<file path="config.mk">
export PLATFORM = sky130hd
export DESIGN_NAME = rpcc_ctrl
export DESIGN_NICKNAME = d
export VERILOG_FILES = /design/src/rtl/core/rpcc_pkg.sv /design/src/rtl/core/rpcc_ctrl.sv
export SDC_FILE = /design/constraint.sdc
export NUM_CORES = 1
export LEC_CHECK = 0
export BUFFER_PORTS_ARGS = -buffer_cell sky130_fd_sc_hd__buf_2
export CAP_MARGIN = 5
export CORE_MARGIN = 2
export CORE_UTILIZATION = 37
export CTS_BUF_LIST = sky130_fd_sc_hd__clkbuf_16
export DETAILED_ROUTE_END_ITERATION = 10
export PLACE_DENSITY_LB_ADDON = 0.1
export SLEW_MARGIN = 20
export SYNTH_ARGS = -nofsm -noshare
export SYNTH_HDL_FRONTEND = slang
export SYNTH_SLANG_ARGS = --single-unit
export TNS_END_PERCENT = 5
</file>
<file path="constraint.sdc">
create_clock -name clk -period 2.5 [get_ports clk]
set_input_delay 0.125 -clock clk [delete_from_list [all_inputs] [get_ports clk]]
set_output_delay 0.125 -clock clk [all_outputs]
set_load 0.03 [all_outputs]
</file>
<file path="src/rtl/core/rpcc_pkg.sv">
`default_nettype none
package rpcc_pkg;

  localparam int MODEL_WORDS_DEF    = 16384;
  localparam int PIXEL_WORDS_DEF    = 65536;
  localparam int ROTATIONS_DEF      = 10;
  localparam int MAX_TREE_DEPTH_DEF = 8;
  localparam int ANGLE_COUNT        = 10;
  localparam logic [15:0] ROW_STRIDE_RESET = 16'd256;

  // cos and sin of k * 36 degrees, q1.14, truncated toward zero
  localparam logic signed [15:0] ROT_COS [ANGLE_COUNT] = '{
    16'sd16384, 16'sd13254, 16'sd5062, -16'sd5062, -16'sd13254,
    -16'sd16384, -16'sd13254, -16'sd5062, 16'sd5062, 16'sd13254};
  localparam logic signed [15:0] ROT_SIN [ANGLE_COUNT] = '{
    16'sd0, 16'sd9630, 16'sd15582, 16'sd15582, 16'sd9630,
    16'sd0, -16'sd9630, -16'sd15582, -16'sd15582, -16'sd9630};

  typedef enum logic [1:0] {
    CMD_LOAD_MODEL = 2'd0,
    CMD_LOAD_PIXEL = 2'd1,
    CMD_CLASSIFY   = 2'd2,
    CMD_NONE       = 2'd3
  } cmd_t;

  typedef enum logic [1:0] {
    VERDICT_EMPTY    = 2'd0,
    VERDICT_REJECTED = 2'd1,
    VERDICT_ACCEPTED = 2'd2
  } verdict_t;

  typedef enum logic [1:0] {
    RD_ONE  = 2'd0,
    RD_POS  = 2'd1,
    RD_POS1 = 2'd2,
    RD_NODE = 2'd3
  } rd_sel_t;

  typedef enum logic [4:0] {
    S_IDLE, S_NST_RD, S_NST_W, S_STG_RD, S_STG_W, S_TREE, S_ODIM_W, S_DEP_W,
    S_NODE_RD, S_NODE_W, S_PIPE1, S_PIPE2, S_PIPE3, S_PIPE4, S_NODE_CMP,
    S_LEAF_W, S_THR_RD, S_THR_W, S_DONE
  } state_t;

  typedef struct packed {
    rd_sel_t  rd_sel;
    logic     wr_model;
    logic     wr_pixel;
    logic     load_item;
    logic     init_run;
    logic     ld_stages;
    logic     ld_trees;
    logic     ld_odim;
    logic     ld_depth;
    logic     node_step;
    logic     leaf_add;
    logic     ld_thr;
    logic     set_fin;
    verdict_t fin;
    logic     out_load;
  } ctl_t;

  typedef struct packed {
    logic rd_past;
    logic mdata_zero;
    logic tree_zero;
    logic walk_done;
    logic sum_le_thr;
    logic last_stage;
    logic out_full;
  } sts_t;

endpackage
`default_nettype wire

</file>
<file path="src/rtl/core/rpcc_ctrl.sv">
`default_nettype none
module rpcc_ctrl
  import rpcc_pkg::*;
(
  input  wire logic       clk,
  input  wire logic       rst,
  input  wire logic       in_valid,
  output logic            in_ready,
  input  wire logic [1:0] command,
  input  wire sts_t       sts,
  output ctl_t            ctl
);

  state_t state, state_next;
  logic   accept;

  assign in_ready = (state == S_IDLE);
  assign accept   = in_valid && in_ready;

  always_ff @(posedge clk) begin
    if (rst) begin
      state <= S_IDLE;
    end else begin
      state <= state_next;
    end
  end

  always_comb begin
    state_next = state;
    unique case (state)
      S_IDLE: begin
        if (accept && cmd_t'(command) == CMD_CLASSIFY) state_next = S_NST_RD;
      end
      S_NST_RD: state_next = S_NST_W;
      S_NST_W: state_next = sts.mdata_zero ? S_DONE : S_STG_RD;
      S_STG_RD: state_next = sts.rd_past ? S_DONE : S_STG_W;
      S_STG_W: state_next = S_TREE;
      S_TREE: begin
        if (sts.tree_zero) state_next = S_THR_RD;
        else if (sts.rd_past) state_next = S_DONE;
        else state_next = S_ODIM_W;
      end
      S_ODIM_W: state_next = sts.rd_past ? S_DONE : S_DEP_W;
      S_DEP_W: state_next = S_NODE_RD;
      S_NODE_RD: begin
        if (sts.rd_past) state_next = S_DONE;
        else if (sts.walk_done) state_next = S_LEAF_W;
        else state_next = S_NODE_W;
      end
      S_NODE_W: state_next = S_PIPE1;
      S_PIPE1: state_next = S_PIPE2;
      S_PIPE2: state_next = S_PIPE3;
      S_PIPE3: state_next = S_PIPE4;
      S_PIPE4: state_next = S_NODE_CMP;
      S_NODE_CMP: state_next = S_NODE_RD;
      S_LEAF_W: state_next = S_TREE;
      S_THR_RD: state_next = sts.rd_past ? S_DONE : S_THR_W;
      S_THR_W: begin
        if (sts.sum_le_thr || sts.last_stage) state_next = S_DONE;
        else state_next = S_STG_RD;
      end
      S_DONE: state_next = sts.out_full ? S_DONE : S_IDLE;
      default: state_next = S_IDLE;
    endcase
  end

  always_comb begin
    ctl = '0;
    ctl.rd_sel = RD_POS;
    ctl.fin = VERDICT_REJECTED;
    unique case (state)
      S_IDLE: begin
        ctl.wr_model  = accept && cmd_t'(command) == CMD_LOAD_MODEL;
        ctl.wr_pixel  = accept && cmd_t'(command) == CMD_LOAD_PIXEL;
        ctl.load_item = accept && cmd_t'(command) == CMD_CLASSIFY;
      end
      S_NST_RD: ctl.rd_sel = RD_ONE;
      S_NST_W: begin
        if (sts.mdata_zero) begin
          ctl.set_fin = 1'b1;
          ctl.fin = VERDICT_EMPTY;
        end else begin
          ctl.ld_stages = 1'b1;
          ctl.init_run  = 1'b1;
        end
      end
      S_STG_RD: ctl.set_fin = sts.rd_past;
      S_STG_W: ctl.ld_trees = 1'b1;
      S_TREE: ctl.set_fin = !sts.tree_zero && sts.rd_past;
      S_ODIM_W: begin
        ctl.rd_sel  = RD_POS1;
        ctl.ld_odim = 1'b1;
        ctl.set_fin = sts.rd_past;
      end
      S_DEP_W: ctl.ld_depth = 1'b1;
      S_NODE_RD: begin
        ctl.rd_sel  = RD_NODE;
        ctl.set_fin = sts.rd_past;
      end
      S_NODE_W, S_PIPE1, S_PIPE2, S_PIPE3, S_PIPE4: ctl.rd_sel = RD_NODE;
      S_NODE_CMP: ctl.node_step = 1'b1;
      S_LEAF_W: ctl.leaf_add = 1'b1;
      S_THR_RD: ctl.set_fin = sts.rd_past;
      S_THR_W: begin
        ctl.ld_thr = 1'b1;
        if (sts.sum_le_thr) begin
          ctl.set_fin = 1'b1;
        end else if (sts.last_stage) begin
          ctl.set_fin = 1'b1;
          ctl.fin = VERDICT_ACCEPTED;
        end
      end
      S_DONE: ctl.out_load = !sts.out_full;
      default: ctl = '0;
    endcase
  end

  a_cmp_after_pipe: assert property (@(posedge clk) disable iff (rst)
    state == S_NODE_CMP |-> $past(state, 5) == S_NODE_W)
    else $error("node compare without full address pipe");

  a_load_when_free: assert property (@(posedge clk) disable iff (rst)
    ctl.out_load |-> !sts.out_full)
    else $error("result loaded over a waiting word");

  a_done_loads: assert property (@(posedge clk) disable iff (rst)
    state == S_DONE && state_next == S_IDLE |-> ctl.out_load)
    else $error("classify finished without a result");

endmodule
`default_nettype wire

</file>
Word level (Yosys, flattened, before mapping). Cells that the tools add are included.

Flip-flop bits (word level): 5. Latch bits: 0. Bits in writable memories: 0. Bits in read-only memories: 0. Word-level logic and storage cells: 67. Memories kept: 0.

Add/subtract/negate cells: 0. $mul: 0. Div/mod/pow operators: 0. Order comparisons: 0. Equality and inequality tests: 21. Shift-type cells: 0. Multiplexer cells: 29. Bitwise gates (word level): 0. Reduce and logical (&&, ||, !) cells: 16.

Operators with widths (number): 5-bit one-hot mux with 17 select lines (1); 5-bit two-way mux (9); 5-bit by 4-bit equality test with 1-bit output, second input constant (8); 5-bit by 3-bit equality test with 1-bit output, second input constant (4); 17-bit OR reduction (1); 5-bit equality test, second input constant (3); 3-bit two-way mux (4); 2-bit one-hot mux with 3 select lines (2); 11-bit OR reduction (1); 5-bit by 2-bit equality test with 1-bit output, second input constant (2); 1-bit two-way mux (8); 2-bit two-way mux (4); 6-bit OR reduction (1); 5-bit by 1-bit equality test with 1-bit output, second input constant (1); 1-bit logical AND (5); 5-bit logical NOT (1); 1-bit one-hot mux with 4 select lines (1); 2-bit OR reduction (2); 4-bit OR reduction (1); 2-bit by 1-bit equality test with 1-bit output, second input constant (1); 2-bit equality test, second input constant (1); 1-bit logical NOT (2); 2-bit logical NOT (1); 2-bit by 1-bit != test with 1-bit output, second input constant (1); 1-bit logical OR (1).

Logic depth before layout (Yosys ltp).
Word-level depth: 5. Mapped depth: 6. Gate-level depth less buffers: 5.

Least setup slack after synthesis. OpenSTA, ideal clock, no wires.

Kind: reg2out. Start: register state[3]. End: output port ctl[0] (netlist name). Data arrival time: 1.690 ns. Slack: 0.685 ns. Stages on the path, launching flop included: 4. Buffers on the path: 2. Cell sequence: dfxtp_1 -> buf_2 -> buf_2 -> nor4_1.

RTL lines: start: declaration (line rpcc_ctrl.sv:14) `state_t state, state_next;`; start signal: assignment (line rpcc_ctrl.sv:24) `state <= state_next;`; end: declaration (line rpcc_ctrl.sv:11) `output ctl_t ctl`.

==> Implementation_results.wiki <==
{| class="wikitable"
! Metric !! Value
|-
| Series of cell instances along the critical path || nor3b_1 > nand2_1 > or2_1 > inv_1 > buf_2
|-
| Crit path arrival time || 1.89 ns
|-
| Leading registers by flop count || state x5
|-
| Final net count || 155
|-
| Largest net degree at the start of global routing || 27
|-
| Register bit count reported by yosys || 5
|-
| Total I/O pin count || 30
|-
| Highest net fanout along the worst path || 26
|-
| Source-to-sink clock delay at the later pin of the worst-skew pair || 0.22 ns
|-
| Mapped Nets || 129
|-
| Endpoint class of the critical path || primary output
|-
| Placement Rows || 16
|-
| Standby leakage power || 0.000455 uW
|-
| Mean instance size in the synthesized netlist || 6.64 um^2
|-
| Largest family of logic cells by synthesized area || simple AND/OR/NAND/NOR gates
|-
| Buffer and inverter count on the worst path || 2
|-
| RePlAce Congestion || 0.867
|-
| Fraction of synthesized area in multiplexers || between 1 and 1.5%
|-
| Max-slew violation total from the final report || 0
|-
| Antenna diode instance count || 0
|-
| Buffers on Ports || 29
|-
| Final critical-path setup slack || 0.483 ns
|-
| Most common flop cell mapped by yosys || sky130_fd_sc_hd__dfxtp_1
|-
| Wl on met1 || 1040 um
|-
| Xor and xnor fraction of the mapped netlist area || 1.13%
|-
| Run status || finished, final reports clean
|-
| Maximum clock frequency || between 0.4 and 0.5 GHz
|-
| Routed length per placed instance || approximately 14 um
|-
| Headroom to the max-slew limit || 45.1%
|-
| Highest layer used for signal routing || met4
|-
| Number of antenna violations at the first check in global routing || 0
|-
| Number of distinct library cells after synthesis || 47
|-
| Chip Width || roughly 50 um
|-
| Max-capacitance violation count || 0
|-
| # DRC || 0
|-
| Total wire length after detailed routing || 2300 um
|-
| Global-route total usage across every layer || 19.3%
|-
| Starting density of the core || between 30% and 40%
|-
| Drt via density || 5.82
|-
| EDFF count, synth || 0
|-
| Detailed placer's ending HPWL || about 1700 um
|-
| Data required time of the critical path || 2.38 ns
|-
| Setup-violating endpoint count in the final report || 0
|-
| Worst clock skew on the final layout || 0.00242 ns
|-
| Fill cell count || 207
|-
| Switching power as a share of total power || 23.4%
|-
| Final Hold Fails || 0
|-
| Worst-margin pin slew || 0.823 ns
|-
| Final worst path period share || 80.7%
|-
| Setup repair after global routing missed its margin || false
|-
| Maximum single-stage delay on the critical path || approximately 0.56 ns
|-
| Resize count post-CTS || 0
|-
| Setup WS pre-CTS || roughly 0.62 ns
|-
| Number of buffers added by the clock tree synthesis step || 3
|-
| Number of levels the H-tree was split into || 1
|-
| Share of power burned in registers || 20.3%
|-
| Detailed-routed wire length on met3 || between 150 and 200 um
|-
| Synth top area share || roughly 13%
|-
| Layout overhead on the synthesized area || 28.2%
|-
| Cell types with the largest area share after synthesis || sky130_fd_sc_hd__dfxtp_1, sky130_fd_sc_hd__nor2_1, sky130_fd_sc_hd__nand2_1
|-
| Worst IR Drop VDD || 483 uV
|-
| Detailed-route via count || 984
|-
| Ratio of cells with drive above 1 in the final layout || 28.9%
|-
| Sum of negative setup slack || 0 ns
|-
| GRT overflow || 0
|-
| Hold buffer count at cts || 0
|-
| Die Y-Extent || between 40 and 50 um
|-
| Mapped Cells || 117
|-
| Share of flip-flops with an asynchronous set or reset || 0%
|-
| Wire length of the first global-routing pass || 3780 um
|-
| Largest area contributor in the netlist || sky130_fd_sc_hd__dfxtp_1
|-
| Standard cell with the maximum stage delay on the critical path || sky130_fd_sc_hd__dfxtp_1
|-
| Relative contribution of the clock network to total power || 61.8%
|-
| Cell Int Power || around 320 uW
|-
| Antenna Violating Nets Remaining || 0
|-
| Leading cell types by count after synthesis || sky130_fd_sc_hd__nor2_1, sky130_fd_sc_hd__nand2_1, sky130_fd_sc_hd__a21oi_1, sky130_fd_sc_hd__buf_2, sky130_fd_sc_hd__o21ai_0
|-
| Most instantiated library cell after synthesis || sky130_fd_sc_hd__nor2_1
|-
| Clock transition at the register clock pins on the worst setup and hold paths after CTS || ~0.03 ns
|-
| Post-Synth Simple-Gate Area || 39.9%
|-
| Die Area || approximately 0.0025 mm^2
|-
| 1st-pass router iterations || 5
|-
| Standard cell core area || 0.00196 mm^2
|-
| Clk sinks || 5
|-
| Cell at the root of the clock tree || sky130_fd_sc_hd__clkbuf_16
|-
| Combinational power share || 18.0%
|-
| Seq/Total Area, Yosys || 12.9%
|-
| Switching power summed over all nets || about 97 uW
|-
| Fraction of the mapped netlist area in adder cells || 0%
|-
| Setup crit start kind || flop
|-
| Via count of the first global-routing pass || 838
|-
| Total power divided by cell area || between 400 and 500 mW/mm^2
|-
| Post-route minimum period || 2.02 ns
|-
| Iter 0 DRT Violations || 52
|-
| Kind of cell with the highest combined delay on the critical path || simple AND/OR/NAND/NOR gates
|-
| Synth warnings || 0
|-
| Number of flip-flops under the largest register name || 5
|-
| Worst min-delay path category || in2reg
|-
| Combined area of all synthesized cells || 777 um^2
|-
| Clock Tree Buf Depth || 2
|-
| Setup Crit Path Kind || reg2out
|-
| Routed wl met2 || 1080 um
|-
| Compound-cell area share of the yosys netlist || 33.5%
|-
| TritonCTS clock tree || built
|-
| Largest Register || state
|-
| Number of buffers added for setup after CTS || 0
|}
==> cells in the final DEF, fill, tap and decap left out, drive strengths merged, types with 3 or more instances in the layout <==
cell type	n
nand2b	6
nand3	4
nor2b	4
inv	6
nand2	10
a21oi	7
dfxtp	5
nor2	13
o21ai	7
nor3	5
clkbuf	3
buf	33
nand3b	3
==> path summary, 6_finish.rpt <==
kind	from	slack (ns)	cells past startpoint	endpoint
worst max register to register	state[3]	0.60	5	state[3]
worst min register to register	state[4]	0.70	1	state[3]
worst max-delay path	state[3]	0.48	5	ctl[11]
worst min-delay path	sts[5]	0.26	3	state[0]
==> metal layers <==
metal	GRT usage, %	vias up
met4	7.41	0
met2	29.8	46
met1	26.1	456
met5	0	-
met3	3.94	2
li1	-	480
==> stage by stage <==
stage / power [uW] / instances / util (%) / hold WS, ns / cell area [um^2]
6_report: 415 / 169 / 50.8 / 0.261 / 996
2_1_floorplan: 137 / 117 / - / 0.336 / 777
3_3_place_gp: 158 / 165 / 46.7 / 0.482 / 917
5_1_grt: 433 / 169 / 50.8 / 0.282 / 996
4_1_cts: 420 / 169 / 50.8 / 0.255 / 996
3_5_place_dp: 158 / 165 / 46.7 / 0.491 / 917
==> power groups by stage <==
stage          logic (uW)  registers, uW  clock network (uW)
2_1_floorplan        52.1           84.6                   0
3_3_place_gp         73.1           84.9                   0
3_5_place_dp         73.4           85.0                   0
4_1_cts              73.8           83.8                 263
5_1_grt              80.0           84.0                 269
6_report             74.5           84.0                 256
==> area by class of cell <==
type | count | area (um^2) | area share [%]
multi-input cells | 95 | 589 | 59.2
well taps | 27 | 33.8 | 3.39
clock inverters | 1 | 3.75 | 0.377
repair buffers | 33 | 175 | 17.6
inverters | 5 | 18.8 | 1.88
flip-flops and latches | 5 | 100 | 10.1
clock buffers | 3 | 75.1 | 7.54
==> worst reg2reg max path, delay by kind of cell, from the launching register on <==
kind / cells / cell delay, ns
AO/OA/AOI/OAI: 1 / 0.39
flip-flops: 1 / 0.84
AND/OR/NAND/NOR: 3 / 0.52
buffers and inverters: 1 / 0.05
==> cells by family after synthesis <==
family / Yosys count
muxes: 1
xor gates and xnor gates: 1
buffers and inverters: 17
DFF: 5
AOI/OAI and AO/OA: 38
and+or+nand+nor: 55
Note: power is estimated with default switching activity, not from simulation.
